$ cat src/hdl/kpd_pkg.sv
// ============================================================================
// kpd_pkg - shared types, constants and letter lookup
// Types and helpers used by the front end, request queue and back end of the
// multi-tap keypad decoder.
// ============================================================================
`default_nettype none

package kpd_pkg;

    // Default depth of the queue between front and back end.
    localparam int DEFAULT_QUEUE_DEPTH = 2;

    // Keypad symbol codes.
    localparam logic [3:0] KEY_ZERO  = 4'd0;
    localparam logic [3:0] KEY_ONE   = 4'd1;
    localparam logic [3:0] KEY_TWO   = 4'd2;
    localparam logic [3:0] KEY_SEVEN = 4'd7;
    localparam logic [3:0] KEY_NINE  = 4'd9;
    localparam logic [3:0] SEPARATOR = 4'd10;
    localparam logic [3:0] NO_KEY    = 4'd10;

    // Character codes and run limits.
    localparam logic [6:0] LETTER_A    = 7'd97;
    localparam logic [6:0] SPACE_CODE  = 7'd32;
    localparam logic [6:0] CASE_OFFSET = 7'd32;
    localparam logic [2:0] RUN_MAX     = 3'd7;

    // Input request: one keypad symbol.
    typedef struct packed {
        logic [3:0] symbol;
        logic       end_of_message;
    } sym_item_t;

    // Output request: one decoded character.
    typedef struct packed {
        logic [6:0] char_code;
        logic       invalid;
        logic       last;
    } chr_item_t;

    // One decoded character before the last flag is known.
    typedef struct packed {
        logic [6:0] char_code;
        logic       invalid;
    } res_t;

    // Work for the back end: one or two characters from a single symbol.
    typedef struct packed {
        logic two;
        res_t res0;
        res_t res1;
    } job_t;

    // Queue status seen by both ends.
    typedef struct packed {
        logic empty;
        logic full;
    } queue_status_t;

    // Letter selected by a run of presses on a digit key 2..9.
    function automatic res_t letter_of(input logic [3:0] key,
                                       input logic [2:0] run,
                                       input logic       caps);
        logic [4:0] first;
        logic [2:0] count;
        logic [2:0] idx;
        res_t       r;
        case (key)
            4'd2:    first = 5'd0;
            4'd3:    first = 5'd3;
            4'd4:    first = 5'd6;
            4'd5:    first = 5'd9;
            4'd6:    first = 5'd12;
            4'd7:    first = 5'd15;
            4'd8:    first = 5'd19;
            4'd9:    first = 5'd22;
            default: first = 5'd0;
        endcase
        count = (key == KEY_SEVEN || key == KEY_NINE) ? 3'd4 : 3'd3;
        r.invalid = (run > count);
        idx = r.invalid ? count : run;
        r.char_code = LETTER_A + {2'b00, first} + {4'b0000, idx} - 7'd1;
        if (caps)
        begin
            r.char_code = r.char_code - CASE_OFFSET;
        end
        return r;
    endfunction

endpackage

`default_nettype wire

$ cat src/hdl/kpd_front.sv
// ============================================================================
// kpd_front - symbol classification and decoder state
// Accepts keypad symbols, tracks the pending run and caps flag, and turns
// each symbol into a job of zero, one or two characters for the queue.
// ============================================================================
`default_nettype none

module kpd_front
    import kpd_pkg::*;
(
    input  wire logic          clk,
    input  wire logic          rst_n,
    input  wire logic          sym_valid,
    output logic               sym_stall,
    input  wire sym_item_t     sym_data,
    input  wire queue_status_t qstat,
    output logic               push,
    output job_t               push_data
);

    logic [3:0] prev_reg, prev_next;
    logic [2:0] run_reg, run_next;
    logic       caps_reg, caps_next;

    logic       accept;
    logic [3:0] sym_c;
    logic       is_key;
    logic       is_repeat;
    logic       flush_now;
    logic       is_space;
    logic       eom_flush;
    logic [3:0] upd_prev;
    logic [2:0] upd_run;
    logic       upd_caps;
    res_t       flush_res;
    res_t       eom_res;
    res_t       space_res;

    // The queue alone decides whether a symbol can enter.
    assign sym_stall = qstat.full;
    assign accept    = sym_valid && !qstat.full;

    // Classify the symbol and work out the state it leaves behind.
    always_comb
    begin
        sym_c     = (sym_data.symbol > SEPARATOR) ? SEPARATOR : sym_data.symbol;
        is_key    = (sym_c inside {[KEY_TWO:KEY_NINE]});
        is_repeat = is_key && (sym_c == prev_reg) && (run_reg != 3'd0);
        flush_now = !is_repeat && (run_reg != 3'd0) &&
                    (prev_reg inside {[KEY_TWO:KEY_NINE]});
        is_space  = (sym_c == KEY_ZERO);
        flush_res = letter_of(prev_reg, run_reg, caps_reg);

        upd_prev = sym_c;
        upd_caps = caps_reg;
        if (is_repeat)
        begin
            upd_run = (run_reg == RUN_MAX) ? RUN_MAX : run_reg + 3'd1;
        end
        else if (is_key)
        begin
            upd_run = 3'd1;
            if (prev_reg != KEY_ONE)
            begin
                upd_caps = 1'b0;
            end
        end
        else
        begin
            upd_run = 3'd0;
            if (sym_c == KEY_ONE)
            begin
                upd_caps = 1'b1;
            end
        end

        // The end flag flushes whatever run is pending after this symbol.
        eom_flush = sym_data.end_of_message && (upd_run != 3'd0);
        eom_res   = letter_of(upd_prev, upd_run, upd_caps);
        space_res = '{char_code: SPACE_CODE, invalid: 1'b0};
    end

    // Build the job: pending letter first, then space or end-of-message letter.
    always_comb
    begin
        push_data.res0 = flush_now ? flush_res : (is_space ? space_res : eom_res);
        push_data.res1 = is_space ? space_res : eom_res;
        push_data.two  = flush_now && (is_space || eom_flush);
        push           = accept && (flush_now || is_space || eom_flush);
    end

    // Next decoder state; the end flag returns it to the reset values.
    always_comb
    begin
        prev_next = prev_reg;
        run_next  = run_reg;
        caps_next = caps_reg;
        if (accept)
        begin
            if (sym_data.end_of_message)
            begin
                prev_next = NO_KEY;
                run_next  = 3'd0;
                caps_next = 1'b0;
            end
            else
            begin
                prev_next = upd_prev;
                run_next  = upd_run;
                caps_next = upd_caps;
            end
        end
    end

    always_ff @(posedge clk or negedge rst_n)
    begin
        if (!rst_n)
        begin
            prev_reg <= NO_KEY;
            run_reg  <= 3'd0;
            caps_reg <= 1'b0;
        end
        else
        begin
            prev_reg <= prev_next;
            run_reg  <= run_next;
            caps_reg <= caps_next;
        end
    end

`ifndef SYNTHESIS
    // An accepted end flag leaves the decoder in its reset state.
    a_eom_clears: assert property (@(posedge clk) disable iff (!rst_n)
        (accept && sym_data.end_of_message) |=>
            (run_reg == 3'd0 && prev_reg == NO_KEY && !caps_reg))
        else $error("decoder state not cleared after end of message");

    // A pending run always belongs to a letter key.
    a_run_on_key: assert property (@(posedge clk) disable iff (!rst_n)
        (run_reg != 3'd0) |-> (prev_reg >= KEY_TWO && prev_reg <= KEY_NINE))
        else $error("pending run without a letter key");
`endif

endmodule

`default_nettype wire

$ cat src/hdl/kpd_queue.sv
// ============================================================================
// kpd_queue - job queue between front and back end
// A small circular buffer of decoded jobs so that each end can stall
// independently of the other.
// ============================================================================
`default_nettype none

module kpd_queue
    import kpd_pkg::*;
#(
    parameter int DEPTH = DEFAULT_QUEUE_DEPTH
)
(
    input  wire logic     clk,
    input  wire logic     rst_n,
    input  wire logic     push,
    input  wire job_t     push_data,
    input  wire logic     pop,
    output queue_status_t qstat,
    output job_t          head
);

    localparam int PTR_W = (DEPTH > 1) ? $clog2(DEPTH) : 1;
    localparam int CNT_W = $clog2(DEPTH + 1);

    job_t             mem [DEPTH];
    logic [PTR_W-1:0] wr_ptr_reg, wr_ptr_next;
    logic [PTR_W-1:0] rd_ptr_reg, rd_ptr_next;
    logic [CNT_W-1:0] count_reg, count_next;

    assign qstat.empty = (count_reg == CNT_W'(0));
    assign qstat.full  = (count_reg == CNT_W'(DEPTH));
    assign head        = mem[rd_ptr_reg];

    // Pointer and fill count update.
    always_comb
    begin
        wr_ptr_next = wr_ptr_reg;
        rd_ptr_next = rd_ptr_reg;
        count_next  = count_reg;
        if (push)
        begin
            wr_ptr_next = (wr_ptr_reg == PTR_W'(DEPTH - 1)) ? '0 : wr_ptr_reg + 1'b1;
        end
        if (pop)
        begin
            rd_ptr_next = (rd_ptr_reg == PTR_W'(DEPTH - 1)) ? '0 : rd_ptr_reg + 1'b1;
        end
        if (push && !pop)
        begin
            count_next = count_reg + 1'b1;
        end
        else if (pop && !push)
        begin
            count_next = count_reg - 1'b1;
        end
    end

    always_ff @(posedge clk or negedge rst_n)
    begin
        if (!rst_n)
        begin
            wr_ptr_reg <= '0;
            rd_ptr_reg <= '0;
            count_reg  <= '0;
        end
        else
        begin
            wr_ptr_reg <= wr_ptr_next;
            rd_ptr_reg <= rd_ptr_next;
            count_reg  <= count_next;
        end
    end

    // Job storage.
    always_ff @(posedge clk)
    begin
        if (push)
        begin
            mem[wr_ptr_reg] <= push_data;
        end
    end

`ifndef SYNTHESIS
    // The fill count never passes the depth.
    a_count_bound: assert property (@(posedge clk) disable iff (!rst_n)
        count_reg <= CNT_W'(DEPTH))
        else $error("queue count above depth");

    // The back end only takes jobs that are there.
    a_no_underflow: assert property (@(posedge clk) disable iff (!rst_n)
        pop |-> !qstat.empty)
        else $error("pop from empty queue");
`endif

endmodule

`default_nettype wire

$ cat src/hdl/kpd_back.sv
// ============================================================================
// kpd_back - character serializer and output register
// Takes jobs from the queue head and sends their one or two characters out,
// one per cycle while chr_stall is low, through a registered output stage.
// ============================================================================
`default_nettype none

module kpd_back
    import kpd_pkg::*;
(
    input  wire logic          clk,
    input  wire logic          rst_n,
    input  wire queue_status_t qstat,
    input  wire job_t          head,
    output logic               pop,
    output logic               chr_valid,
    input  wire logic          chr_stall,
    output chr_item_t          chr_data
);

    logic      sel_reg, sel_next;
    logic      valid_reg, valid_next;
    chr_item_t data_reg, data_next;

    logic load;
    logic take;
    logic is_last;
    res_t pick;

    assign chr_valid = valid_reg;
    assign chr_data  = data_reg;

    // Load the output register when it is empty or being drained.
    always_comb
    begin
        load    = !valid_reg || !chr_stall;
        take    = load && !qstat.empty;
        pick    = sel_reg ? head.res1 : head.res0;
        is_last = sel_reg || !head.two;
        pop     = take && is_last;

        sel_next   = sel_reg;
        valid_next = valid_reg;
        data_next  = data_reg;
        if (load)
        begin
            valid_next = !qstat.empty;
        end
        if (take)
        begin
            sel_next  = !is_last;
            data_next = '{char_code: pick.char_code, invalid: pick.invalid,
                          last: is_last};
        end
    end

    always_ff @(posedge clk or negedge rst_n)
    begin
        if (!rst_n)
        begin
            sel_reg   <= 1'b0;
            valid_reg <= 1'b0;
        end
        else
        begin
            sel_reg   <= sel_next;
            valid_reg <= valid_next;
        end
    end

    always_ff @(posedge clk)
    begin
        data_reg <= data_next;
    end

`ifndef SYNTHESIS
    // The second character is only selected on a two-character job.
    a_sel_two: assert property (@(posedge clk) disable iff (!rst_n)
        sel_reg |-> (!qstat.empty && head.two))
        else $error("second character selected without a two-character job");

    // A taken non-final character is followed straight away by the next one.
    a_follow_on: assert property (@(posedge clk) disable iff (!rst_n)
        (valid_reg && !chr_stall && !data_reg.last) |=> valid_reg)
        else $error("gap after a non-final character");
`endif

endmodule

`default_nettype wire

$ cat src/hdl/multi_tap_keypad_decoder_unit.sv
// ============================================================================
// multi_tap_keypad_decoder_unit - multi-tap keypad text decoder
// Decodes a stream of keypad symbols into ASCII letters and spaces.
// ============================================================================
//
//  Channel | Direction | Handshake            | Payload
//  --------+-----------+----------------------+-----------------------------
//  sym     | in        | sym_valid/sym_stall  | symbol, end_of_message
//  chr     | out       | chr_valid/chr_stall  | char_code, invalid, last
//
//  A symbol is accepted in any cycle in which the job queue has room, so a
//  new symbol can enter every cycle. The back end sends one character per
//  cycle while chr_stall is low; a symbol that yields two characters holds
//  the back end until both are sent. The first character of a symbol passes
//  through the job queue and then the output register.
//  Reset clears the decoder state, empties the queue and drops chr_valid.
//  Output stalls fill the queue and then raise sym_stall.
//
`default_nettype none

module multi_tap_keypad_decoder_unit
    import kpd_pkg::*;
#(
    parameter int QUEUE_DEPTH = DEFAULT_QUEUE_DEPTH
)
(
    input  wire logic      clk,
    input  wire logic      rst_n,
    input  wire logic      sym_valid,
    output logic           sym_stall,
    input  wire sym_item_t sym_data,
    output logic           chr_valid,
    input  wire logic      chr_stall,
    output chr_item_t      chr_data
);

    queue_status_t qstat;
    logic          push;
    job_t          push_data;
    logic          pop;
    job_t          head;

    // Front end: classification and decoder state.
    kpd_front u_front (
        .clk       (clk),
        .rst_n     (rst_n),
        .sym_valid (sym_valid),
        .sym_stall (sym_stall),
        .sym_data  (sym_data),
        .qstat     (qstat),
        .push      (push),
        .push_data (push_data)
    );

    // Job queue between the two ends.
    kpd_queue #(
        .DEPTH (QUEUE_DEPTH)
    ) u_queue (
        .clk       (clk),
        .rst_n     (rst_n),
        .push      (push),
        .push_data (push_data),
        .pop       (pop),
        .qstat     (qstat),
        .head      (head)
    );

    // Back end: character serializer and output register.
    kpd_back u_back (
        .clk       (clk),
        .rst_n     (rst_n),
        .qstat     (qstat),
        .head      (head),
        .pop       (pop),
        .chr_valid (chr_valid),
        .chr_stall (chr_stall),
        .chr_data  (chr_data)
    );

endmodule

`default_nettype wire

$ cat config.mk
export PLATFORM = sky130hd
export DESIGN_NAME = multi_tap_keypad_decoder_unit
export DESIGN_NICKNAME = d
export VERILOG_FILES = /design/src/hdl/kpd_pkg.sv /design/src/hdl/kpd_front.sv /design/src/hdl/kpd_queue.sv /design/src/hdl/kpd_back.sv /design/src/hdl/multi_tap_keypad_decoder_unit.sv
export SDC_FILE = /design/constraint.sdc
export NUM_CORES = 1
export LEC_CHECK = 0
export BUFFER_PORTS_ARGS = -buffer_cell sky130_fd_sc_hd__buf_2
export CAP_MARGIN = 10
export CORE_AREA = 4 4 114 116
export CTS_CLUSTER_SIZE = 10
export DETAILED_ROUTE_END_ITERATION = 6
export DIE_AREA = 0 0 118 120
export HOLD_SLACK_MARGIN = 0.08
export PLACE_DENSITY = 0.44
export SYNTH_ARGS = -nofsm -noshare
export SYNTH_HDL_FRONTEND = slang
export SYNTH_HIERARCHICAL = 1
export SYNTH_SLANG_ARGS = --single-unit
$ cat constraint.sdc
create_clock -name clk -period 6.35 [get_ports clk]
set_input_delay 1.5875 -clock clk [delete_from_list [all_inputs] [get_ports clk]]
set_output_delay 1.5875 -clock clk [all_outputs]
set_load 0.05 [all_outputs]
==> reports/metrics.csv, run 1 <==
stage,metric,value,unit
outcome,status,"finished, final reports clean",
die,die_area,0.0142,mm^2
finish,drive_gt1_share,27.8,%
finish,fill_cells,1240,
placed_design,dp.cells,447,
power,clkPwrFrac,26.2,%
logic_synthesis,synth_cell_types,65,
setup_path,crit_path_start_kind,primary input,
placed_design,finalWeightedCongestion,0.796,
clock_network,cts_htree_levels,3,
die,initial_core_util,29.7,%
setup_path,rrSetupSlack,2.14,ns
clock_network,clkLatencyLatePin,0.32,ns
setup_path,cp.arrival,5.37,ns
power,p_seq_share,38.1,%
grt,grt_pass1_wl,11.9,mm
power,p_int,1020,uW
min_path,hp-start,u_queue/count_reg[1],
drt,postRouteAntennaNets,0,
clock_network,cts.sinks,57,
grt,grt_max_degree,19,
clock_network,root_buffer,clkbuf_16,
finish,area_delta_synth_final,11.3,%
setup_path,crit_end,u_queue/mem[1][13],
logic_synthesis,syn_area_per_cell,12.1,um^2
setup_path,cp-startpoint,sym_data[2],
setup_path,cp_max_fo,12,
setup_path,reg2regPathDepth,18,
die,ios,20,
setup_path,reg2reg_to,u_queue/mem[1][13],
finish,fin_cells,463,
sta,finClkSkew,0.00876,ns
grt,grt_antenna_before_repair,0,
sta,maxSlewViolCount,0,
drt,via_count,2227,
setup_path,crit_required,6.49,ns
finish,final_nets,343,
sta,fin_crit_sh,82.3,%
power,switchingPower,581,uW
logic_synthesis,synth_nets,326,
finish,antennaDiodeCount,0,
sta,setup_tns,0,ns
run,cap_violations,0,
placed_design,io_buffers,19,
drt,vias_per_cell,4.81,
clock_network,clockBufferDepth,2,
clock_network,cts.repair.resized,0,
die,die_y,120,um
sta,setup_viol,0,
drt,remaining_drc_errors,0,
clock_network,hold_buffers,0,
logic_synthesis,yosys_register_bits,57,
logic_synthesis,syn_area,0.00354,mm^2
grt,grt_overflow,0,
power,switching_share,36.2,%
logic_synthesis,async_flop_share,24.6,%
power,ir_worst_vdd,166,uV
logic_synthesis,ys_warn_count,6,
drt,first_iter_violations,97,
die,coreArea,0.0119,mm^2
power,p_leak,0.00159,uW
clock_network,numCtsBuffers,9,
min_path,hp-class,flip-flop to flip-flop,
die,rows,40,
placed_design,hpwl,5.32,mm
logic_synthesis,ys.flop_type,edfxtp_1,
logic_synthesis,ys_seq_area_share,46.4,%
drt,firstDrtPassIters,4,
sta,achievable-frequency,191,MHz
power,combPwrFrac,35.7,%
clock_network,post_cts_buffers,0,
finish,largest_reg_flops,34,
die,dieWidth,118,um
logic_synthesis,netlist_instances,294,
sta,rsz0062_at_grt,no,
drt,routed_wl,7.07,mm
sta,hold_violations,0,
power,p_per_area,406,mW/mm^2
logic_synthesis,synth_edf_count,43,
clock_network,cts_tree,built,
placed_design,pre_cts_ws,0.859,ns
sta,period_needed,5.23,ns
grt,grt_usage,10.8,%
setup_path,crit_type,primary input to flip-flop,
drt,routedWlPerCell,15.3,um
setup_path,crit_path_end_kind,flip-flop,
grt,grt_pass1_vias,2254,
sta,slew_headroom,35.9,%
sta,fin_ws,1.12,ns
setup_path,r2r-start,u_front/prev_reg[2],
sta,worst_slew_pin_slew,0.961,ns
clock_network,path_clk_slew,0.05,ns
-- final cells by class --
type / count / area (um^2) / share of cell area, %
repair buffers: 21 / 110 / 2.79
flip-flops and latches: 57 / 1640 / 41.7
multi-input cells: 199 / 1660 / 42.0
well taps: 147 / 184 / 4.66
clock inverters: 6 / 35.0 / 0.888
clock buffers: 10 / 229 / 5.80
inverters: 23 / 86.3 / 2.19
-- critical path, stage by stage --
cell and delay (ns):
buf_2 0.22, or3b_1 0.37, a211o_1 0.30, a21oi_2 0.21
nand2_2 0.13, nor2_1 0.14, ha_1 0.16, a21o_1 0.12
a21oi_1 0.06, a31oi_1 0.26, mux2i_1 0.23, ha_1 0.19
inv_1 0.06, fa_1 0.39, inv_1 0.07, a21oi_1 0.07
o31ai_1 0.46, nor2_1 0.13, a31oi_1 0.21
-- cell usage in the layout, fill, tap and decap left out, types with 2 or more instances in the layout --
cell type	count
dfstp_2	2
inv_1	20
nor2_1	20
inv_2	2
a31oi_1	6
a21o_1	4
nand2b_1	3
nor2b_1	5
a21oi_2	2
xor2_1	5
clkinv_2	4
nand2_2	2
clkinvlp_4	2
buf_4	2
o22ai_1	3
ha_1	21
and2_1	4
o31ai_1	3
and2b_2	2
mux2_4	18
dfrtp_1	12
fa_1	2
a21oi_1	16
nor2_2	2
o21ai_0	9
o311a_1	2
edfxtp_1	43
mux2_2	12
clkbuf_16	9
buf_2	19
xnor2_1	4
mux2i_1	2
nand2_1	21
-- how the worst min path moves through the flow --
| stage | endpoint | depth (start not counted) | slack, ns |
|---|---|---|---|
| final | u_queue/count_reg[1] | 1 | 0.49 |
| after global routing | u_queue/count_reg[1] | 1 | 0.50 |
| after CTS | u_queue/count_reg[1] | 1 | 0.49 |
| after detailed placement | u_queue/count_reg[1] | 1 | 0.48 |
| after global placement | u_queue/count_reg[1] | 1 | 0.47 |
| after floorplan | u_queue/wr_ptr_reg | 1 | 0.46 |
-- routing by layer --
| layer | part of all wire (%) | track usage, % | wire length (um) | vias to the layer above |
|---|---|---|---|---|
| met1 | 48 | 13.9 | 3390 | 1083 |
| li1 | - | - | - | 1104 |
| met4 | 1.4 | 3.52 | 99 | 0 |
| met5 | 0 | 0 | 0 | - |
| met2 | 47 | 17.4 | 3340 | 33 |
| met3 | 3.3 | 3.39 | 233 | 7 |
-- power by group through the flow --
| stage | sequential [uW] | clock [uW] | combinational (uW) |
|---|---|---|---|
| after floorplan | 673 | 0 | 435 |
| after global placement | 618 | 0 | 575 |
| after detailed placement | 622 | 0 | 576 |
| after CTS | 615 | 432 | 579 |
| after global routing | 627 | 453 | 618 |
| final | 611 | 421 | 572 |
-- per-stage QoR --
step	instance area (um^2)	hold slack (ns)	total power [uW]	util (%)
floorplan	3540	0.455	1110	-
global placement	3680	0.472	1190	30.9
detailed placement	3680	0.481	1200	30.9
CTS	3950	0.489	1630	33.1
global route	3950	0.504	1700	33.1
finish	3950	0.489	1600	33.1
-- cell families after synthesis --
logic type,after synthesis,synth area share (%)
adders and majority gates,23,8.55
buffers and inverters,38,6.85
and+or+nand+nor,69,9.92
AOI/OAI and AO/OA,65,13.7
xor gates and xnor gates,9,2.22
muxes,33,12.3
DFF,57,46.4
-- Yosys cell counts, types with 5 or more instances --
library cell  count  area share (%)
nor2_1           20             2.1
ha_1             21             7.4
edfxtp_1         43              36
nor2b_1           5            0.88
buf_6             6             1.9
nand2_1          21             2.2
a31oi_1           6             1.1
mux2_4           18             7.6
mux2_2           12             3.8
inv_1            20             2.1
xor2_1            5             1.2
o21ai_0           9             1.3
a21oi_1          16             2.3
dfrtp_1          12             8.5
(Power assumes the default switching activity.)
==> inputs of run 2 (changes only) <==
Clock period 6.35 ns to 5 ns, I/O delays scaled along.
==> run 2 against run 1 <==
Against the previous run:
- total power increased by 27%
- sequential share of layout area down 0.42 points
- sequential power rose by 27%
- first-iteration DRC count fell by 3.1%
- final cell count grew 1.1%
- clock power increased by 25%
- utilization is 0.34 points higher
- critical endpoint is now u_queue/mem[0][13]
- largest cell class unchanged
==> reports/metrics.csv, run 2 (synthesis gave the netlist of run 1 again) <==
stage,metric,value,unit,change
sta,worst_slew_pin_slew,0.948,ns,was 0.961 ns
placed_design,hpwl,5.26,mm,was 5.32 mm
setup_path,critPathMaxStageDelay,0.39,ns,was 0.46 ns
placed_design,finalWeightedCongestion,0.805,,was 0.796
setup_path,path_buf_inv,3,,unchanged
sta,rsz0062_at_grt,no,,unchanged
placed_design,io_buffers,19,,unchanged
setup_path,cp.arrival,4.76,ns,was 5.37 ns
finish,final_nets,350,,was 343
sta,achievable-frequency,216,MHz,
die,coreArea,0.0119,mm^2,unchanged
clock_network,cts.repair.resized,0,,unchanged
setup_path,r2r-start,u_front/prev_reg[1],,was u_front/prev_reg[2]
die,ios,20,,unchanged
sta,setup_viol,0,,unchanged
clock_network,cts.sinks,57,,unchanged
drt,routedWlPerCell,15.2,um,was 15.3 um
grt,grt_pass1_vias,2162,,"was 2,254"
min_path,hp-class,flip-flop to flip-flop,,unchanged
clock_network,cts_tree,built,,unchanged
power,ir_worst_vdd,137,uV,was 166 uV
setup_path,crit_required,5.12,ns,was 6.49 ns
setup_path,cp-startpoint,sym_data[3],,was sym_data[2]
setup_path,crit_type,primary input to flip-flop,,unchanged
sta,hold_violations,0,,unchanged
clock_network,root_buffer,clkbuf_16,,unchanged
power,p_per_area,511,mW/mm^2,was 406 mW/mm^2
grt,grt_antenna_before_repair,0,,unchanged
setup_path,crit_path_end_kind,flip-flop,,unchanged
setup_path,crit_path_cell_trace,"buf_2, or3b_1, a211o_1, a21oi_2, nand2_2, nor2_1, ha_1, a21o_1, a21oi_1, a31oi_1, mux2i_1, ha_1, inv_1, fa_1, inv_1, a21oi_1, o31ai_1, nor2_1, a31oi_1",,unchanged
outcome,status,"finished, final reports clean",,unchanged
clock_network,post_cts_buffers,0,,unchanged
min_path,hp-start,u_queue/wr_ptr_reg,,was u_queue/count_reg[1]
finish,antennaDiodeCount,0,,unchanged
drt,remaining_drc_errors,0,,unchanged
clock_network,path_clk_slew,0.05,ns,about the same
sta,setup_tns,0,ns,unchanged
sta,finClkSkew,0.00659,ns,was 0.00876 ns
finish,final_cell_mix,"edfxtp_1 (43), nand2_1 (21), ha_1 (21)",,unchanged
drt,postRouteAntennaNets,0,,unchanged
die,die_y,120,um,unchanged
power,power,2040,uW,was 1600 uW
sta,period_needed,4.64,ns,
die,dieWidth,118,um,unchanged
finish,drive_gt1_share,29.0,%,was 27.8%
clock_network,hold_buffers,0,,unchanged
die,initial_core_util,29.7,%,unchanged
drt,firstDrtPassIters,4,,unchanged
drt,vias_per_cell,4.72,,was 4.81
clock_network,cts_htree_levels,3,,unchanged
sta,maxSlewViolCount,0,,unchanged
setup_path,critical_path.top_delay_family,compound AO/OA/AOI/OAI gates,,unchanged
sta,slew_headroom,36.8,%,was 35.9%
finish,layout_commonest_cell,edfxtp_1,,unchanged
clock_network,clockBufferDepth,2,,unchanged
grt,grt_pass1_wl,11.6,mm,was 11.9 mm
grt,grt_max_degree,19,,unchanged
setup_path,crit_slowest_cell,fa_1,,was o31ai_1
grt,grt_usage,10.5,%,was 10.8%
setup_path,crit_path_start_kind,primary input,,unchanged
grt,grt_overflow,0,,unchanged
finish,fill_cells,1241,,"was 1,240"
finish,area_delta_synth_final,12.5,%,was 11.3%
clock_network,clkLatencyLatePin,0.32,ns,about the same
sta,fin_crit_sh,92.8,%,
die,rows,40,,unchanged
power,p_leak,0.00162,uW,was 0.00159 uW
clock_network,numCtsBuffers,9,,unchanged
setup_path,cp_max_fo,4,,was 12
drt,routed_wl,7.13,mm,was 7.07 mm
drt,via_count,2209,,"was 2,227"
sta,whs,0.483,ns,was 0.489 ns
drt,first_iter_violations,94,,was 97
die,die_area,0.0142,mm^2,unchanged
finish,largest_reg_flops,34,,unchanged
run,cap_violations,0,,unchanged
run 2: cell count changes in the layout (fill, tap and decap cells not counted):
cell	change
clkinvlp_4	-1
buf_4	+7
clkinv_2	-1
run 2: metrics by stage:
step | cell area (um^2) | std cells | util, % | setup slack, ns
4_1_cts | 3990 | 468 | 33.5 | 0.337
2_1_floorplan | 3540 | 294 | - | 0.478
5_1_grt | 3990 | 468 | 33.5 | 0.124
3_3_place_gp | 3730 | 454 | 31.3 | 0.0648
6_report | 3990 | 468 | 33.5 | 0.362
3_5_place_dp | 3730 | 454 | 31.3 | 0.00860
run 2: layout make-up:
type | instances | area, um^2 | area share (%)
well taps | 147 | 184 | 4.62
repair buffers | 28 | 163 | 4.08
clock inverters | 4 | 22.5 | 0.565
inverters | 23 | 86.3 | 2.17
multi-input cells | 199 | 1660 | 41.6
flip-flops and latches | 57 | 1640 | 41.3
clock buffers | 10 | 229 | 5.75
run 2: final timing paths:
path | to | slack (ns) | depth (start not counted)
max in group asynchronous | u_front/prev_reg[3] | 3.85 | 1
hold / removal | u_queue/wr_ptr_reg | 0.48 | 1
hold reg to reg | u_queue/wr_ptr_reg | 0.48 | 1
setup / recovery | u_queue/mem[0][13] | 0.36 | 19
min in group asynchronous | u_queue/wr_ptr_reg | 0.84 | 1
setup reg to reg | u_queue/mem[0][11] | 0.77 | 15
run 2: metal layers:
metal | track usage, % | vias to the layer above | routed length (um)
met2 | 16.2 | 40 | 3260
met1 | 13.9 | 1047 | 3460
met5 | 0 | - | 0
met3 | 3.53 | 7 | 306
met4 | 3.59 | 0 | 101
li1 | - | 1115 | -
run 2: report_power, final:
group	switching (uW)	leakage, uW	internal, uW
Sequential	114	0.000565	663
Clock	201	0.000124	326
Combinational	419	0.000933	313
==> inputs of run 3 (changes only) <==
Settings changed: PLACE_DENSITY 0.44 to 0.45.
Clock period 5 ns to 3.8 ns, I/O delays scaled along.
==> run 3 against run 2 <==
Against the previous run:
- the run now ends with setup timing left
- combinational power rose by 54%
- total power is 38% higher
- utilization grew 3.8 points
- largest power group is now combinational cells
- die area unchanged
- final cell count is 8.5% higher
- global-route usage increased by 1.2 points
- sequential power rose by 24%
- first-iteration DRC count increased by 9.6%
- cell area up 11%
- critical path depth rose by 1
- hold slack improved by 0.00086 ns
- routed wire length up 6.3%
==> reports/metrics.csv, run 3 (synthesis gave the netlist of run 1 again) <==
stage,metric,value,unit,change
setup_path,cp_max_fo,3,,was 4
run,cap_violations,0,,unchanged
grt,grt_pass1_wl,13.0,mm,was 11.6 mm
clock_network,clkLatencyLatePin,0.32,ns,about the same
drt,routedWlPerCell,14.9,um,was 15.2 um
power,ir_worst_vdd,190,uV,was 137 uV
setup_path,crit_path_end_kind,flip-flop,,unchanged
placed_design,dp.cells,483,,was 454
sta,hold_violations,0,,unchanged
sta,whs,0.484,ns,was 0.483 ns
grt,grt_util_met3,3.25,%,was 3.53%
drt,via_count,2299,,"was 2,209"
drt,remaining_drc_errors,0,,unchanged
finish,final_cell_mix,"edfxtp_1 (43), buf_4 (43), mux2_4 (21), nand2_1 (21), nor2_1 (19)",,"was edfxtp_1 (43), nand2_1 (21), ha_1 (21)"
sta,finClkSkew,0.00729,ns,was 0.00659 ns
finish,fill_cells,1201,,"was 1,241"
drt,postRouteAntennaNets,0,,unchanged
clock_network,numCtsBuffers,9,,unchanged
grt,grt_pass1_vias,2521,,"was 2,162"
grt,met2_usage,19.4,%,was 16.2%
setup_path,reg2reg_to,u_queue/mem[0][12],,was u_queue/mem[0][11]
sta,fin_ws,-0.276,ns,was 0.362 ns
sta,achievable-frequency,245,MHz,
sta,slew_headroom,54.7,%,was 36.8%
sta,setup_tns,-2.39,ns,was 0 ns
finish,antennaDiodeCount,0,,unchanged
drt,routed_wl,7.58,mm,was 7.13 mm
clock_network,cts.sinks,57,,unchanged
setup_path,path_buf_inv,4,,was 3
power,p_leak,0.00184,uW,was 0.00162 uW
setup_path,crit_path_cell_trace,"buf_6, or3b_1, a211o_1, a21oi_2, buf_4, a41o_4, ha_4, inv_2, a21o_1, a21oi_2, a31oi_4, mux2i_1, ha_2, buf_4, a21o_1, a21oi_4, nor2_1, a21oi_1, o22ai_2, mux2_4",,"was buf_2, or3b_1, a211o_1, a21oi_2, nand2_2, nor2_1, ha_1, a21o_1, a21oi_1, a31oi_1, mux2i_1, ha_1, inv_1, fa_1, inv_1, a21oi_1, o31ai_1, nor2_1, a31oi_1"
die,ios,20,,unchanged
power,power,2800,uW,was 2040 uW
setup_path,critPathMaxStageDelay,0.36,ns,was 0.39 ns
setup_path,cp-startpoint,sym_data[3],,unchanged
drt,first_iter_violations,103,,was 94
finish,largest_reg_flops,34,,unchanged
setup_path,r2r-start,u_front/prev_reg[2],,was u_front/prev_reg[1]
finish,fin_cells,508,,was 468
grt,grtUsageMet1,14.9,%,was 13.9%
grt,grt_overflow,0,,unchanged
finish,final_nets,388,,was 350
die,die_y,120,um,unchanged
placed_design,pre_cts_ws,-0.729,ns,was 0.00860 ns
die,initial_core_util,29.7,%,unchanged
grt,grt_antenna_before_repair,0,,unchanged
setup_path,cp.arrival,4.15,ns,was 4.76 ns
drt,vias_per_cell,4.53,,was 4.72
die,coreArea,0.0119,mm^2,unchanged
clock_network,path_clk_slew,0.05,ns,about the same
die,dieWidth,118,um,unchanged
sta,rsz0062_at_grt,yes,,was no
sta,worst_slew_pin_slew,0.679,ns,was 0.948 ns
setup_path,critical_path.top_delay_family,compound AO/OA/AOI/OAI gates,,unchanged
grt,grt_usage,11.8,%,was 10.5%
die,die_area,0.0142,mm^2,unchanged
grt,top_usage_layer,met2,,unchanged
setup_path,crit_required,3.87,ns,was 5.12 ns
sta,period_needed,4.08,ns,
setup_path,rrSetupSlack,0.08,ns,was 0.77 ns
setup_path,crit_path_start_kind,primary input,,unchanged
clock_network,clockBufferDepth,2,,unchanged
min_path,hp-start,u_queue/wr_ptr_reg,,unchanged
power,p_per_area,632,mW/mm^2,was 511 mW/mm^2
min_path,hp-class,flip-flop to flip-flop,,unchanged
drt,firstDrtPassIters,4,,unchanged
min_path,holdPathStages,1,,unchanged
grt,grt_max_degree,19,,unchanged
outcome,violations,setup timing,,
sta,maxSlewViolCount,0,,unchanged
finish,area_delta_synth_final,25.2,%,was 12.5%
placed_design,hpwl,5.55,mm,was 5.26 mm
placed_design,finalWeightedCongestion,0.815,,was 0.805
outcome,status,finished with violations,,"was finished, final reports clean"
setup_path,crit_slowest_cell,or3b_1,,was fa_1
sta,fin_crit_sh,107,%,
clock_network,root_buffer,clkbuf_16,,unchanged
die,rows,40,,unchanged
clock_network,cts_htree_levels,3,,unchanged
sta,setup_viol,16,,was 0
setup_path,crit_type,primary input to flip-flop,,unchanged
setup_path,reg2regPathDepth,19,,was 15
placed_design,io_buffers,19,,unchanged
clock_network,cts_tree,built,,unchanged
finish,drive_gt1_share,41.0,%,was 29.0%
min_path,min_to,u_queue/wr_ptr_reg,,unchanged
## run 3: cell count changes in the layout (fill, tap and decap cells not counted), moves of 3 or more
cell,previous run,this run
buf_4,9,43
a21oi_1,16,13
buf_12,0,3
ha_1,21,18
inv_1,20,17
inv_2,2,5
mux2_2,12,9
mux2_4,18,21
## run 3: through the flow
stage	cell area, um^2	util [%]
finish	4440	37.3
global route	4440	37.3
CTS	4410	37.0
detailed placement	4010	33.7
global placement	4010	33.7
floorplan	3570	-
## run 3: area by class of cell
type | count | area [um^2] | share of cell area (%)
multi-input combinational | 199 | 1760 | 39.8
inverter | 23 | 86.3 | 1.95
clock inverter | 6 | 35.0 | 0.789
clock buffer | 10 | 229 | 5.16
timing repair buffer | 66 | 495 | 11.2
tap | 147 | 184 | 4.14
sequential | 57 | 1640 | 37.0
## run 3: layer usage
metal	up-vias	routed length, um
met5	-	0
met1	1078	3610
met4	0	114
li1	1185	-
met3	9	197
met2	27	3660
## run 3: worst max-delay path by stage
stage                               to  depth (start not counted)
floorplan           u_queue/mem[0][13]                         18
global placement    u_queue/mem[0][13]                         19
detailed placement  u_queue/mem[1][13]                         19
CTS                 u_queue/mem[0][13]                         20
global route        u_queue/mem[0][13]                         20
finish              u_queue/mem[0][12]                         20
## run 3: what timing repair did
item	CTS	global route
setup buffers	10	4
endpoints found under the setup margin	16	16
pin swaps	6	5
resized for setup	11	8
endpoints found under the hold margin	0	0
hold buffers	0	0
## run 3: where the power goes
group	internal [uW]	switching, uW
Clock	435	274
Sequential	872	88.4
Combinational	493	642
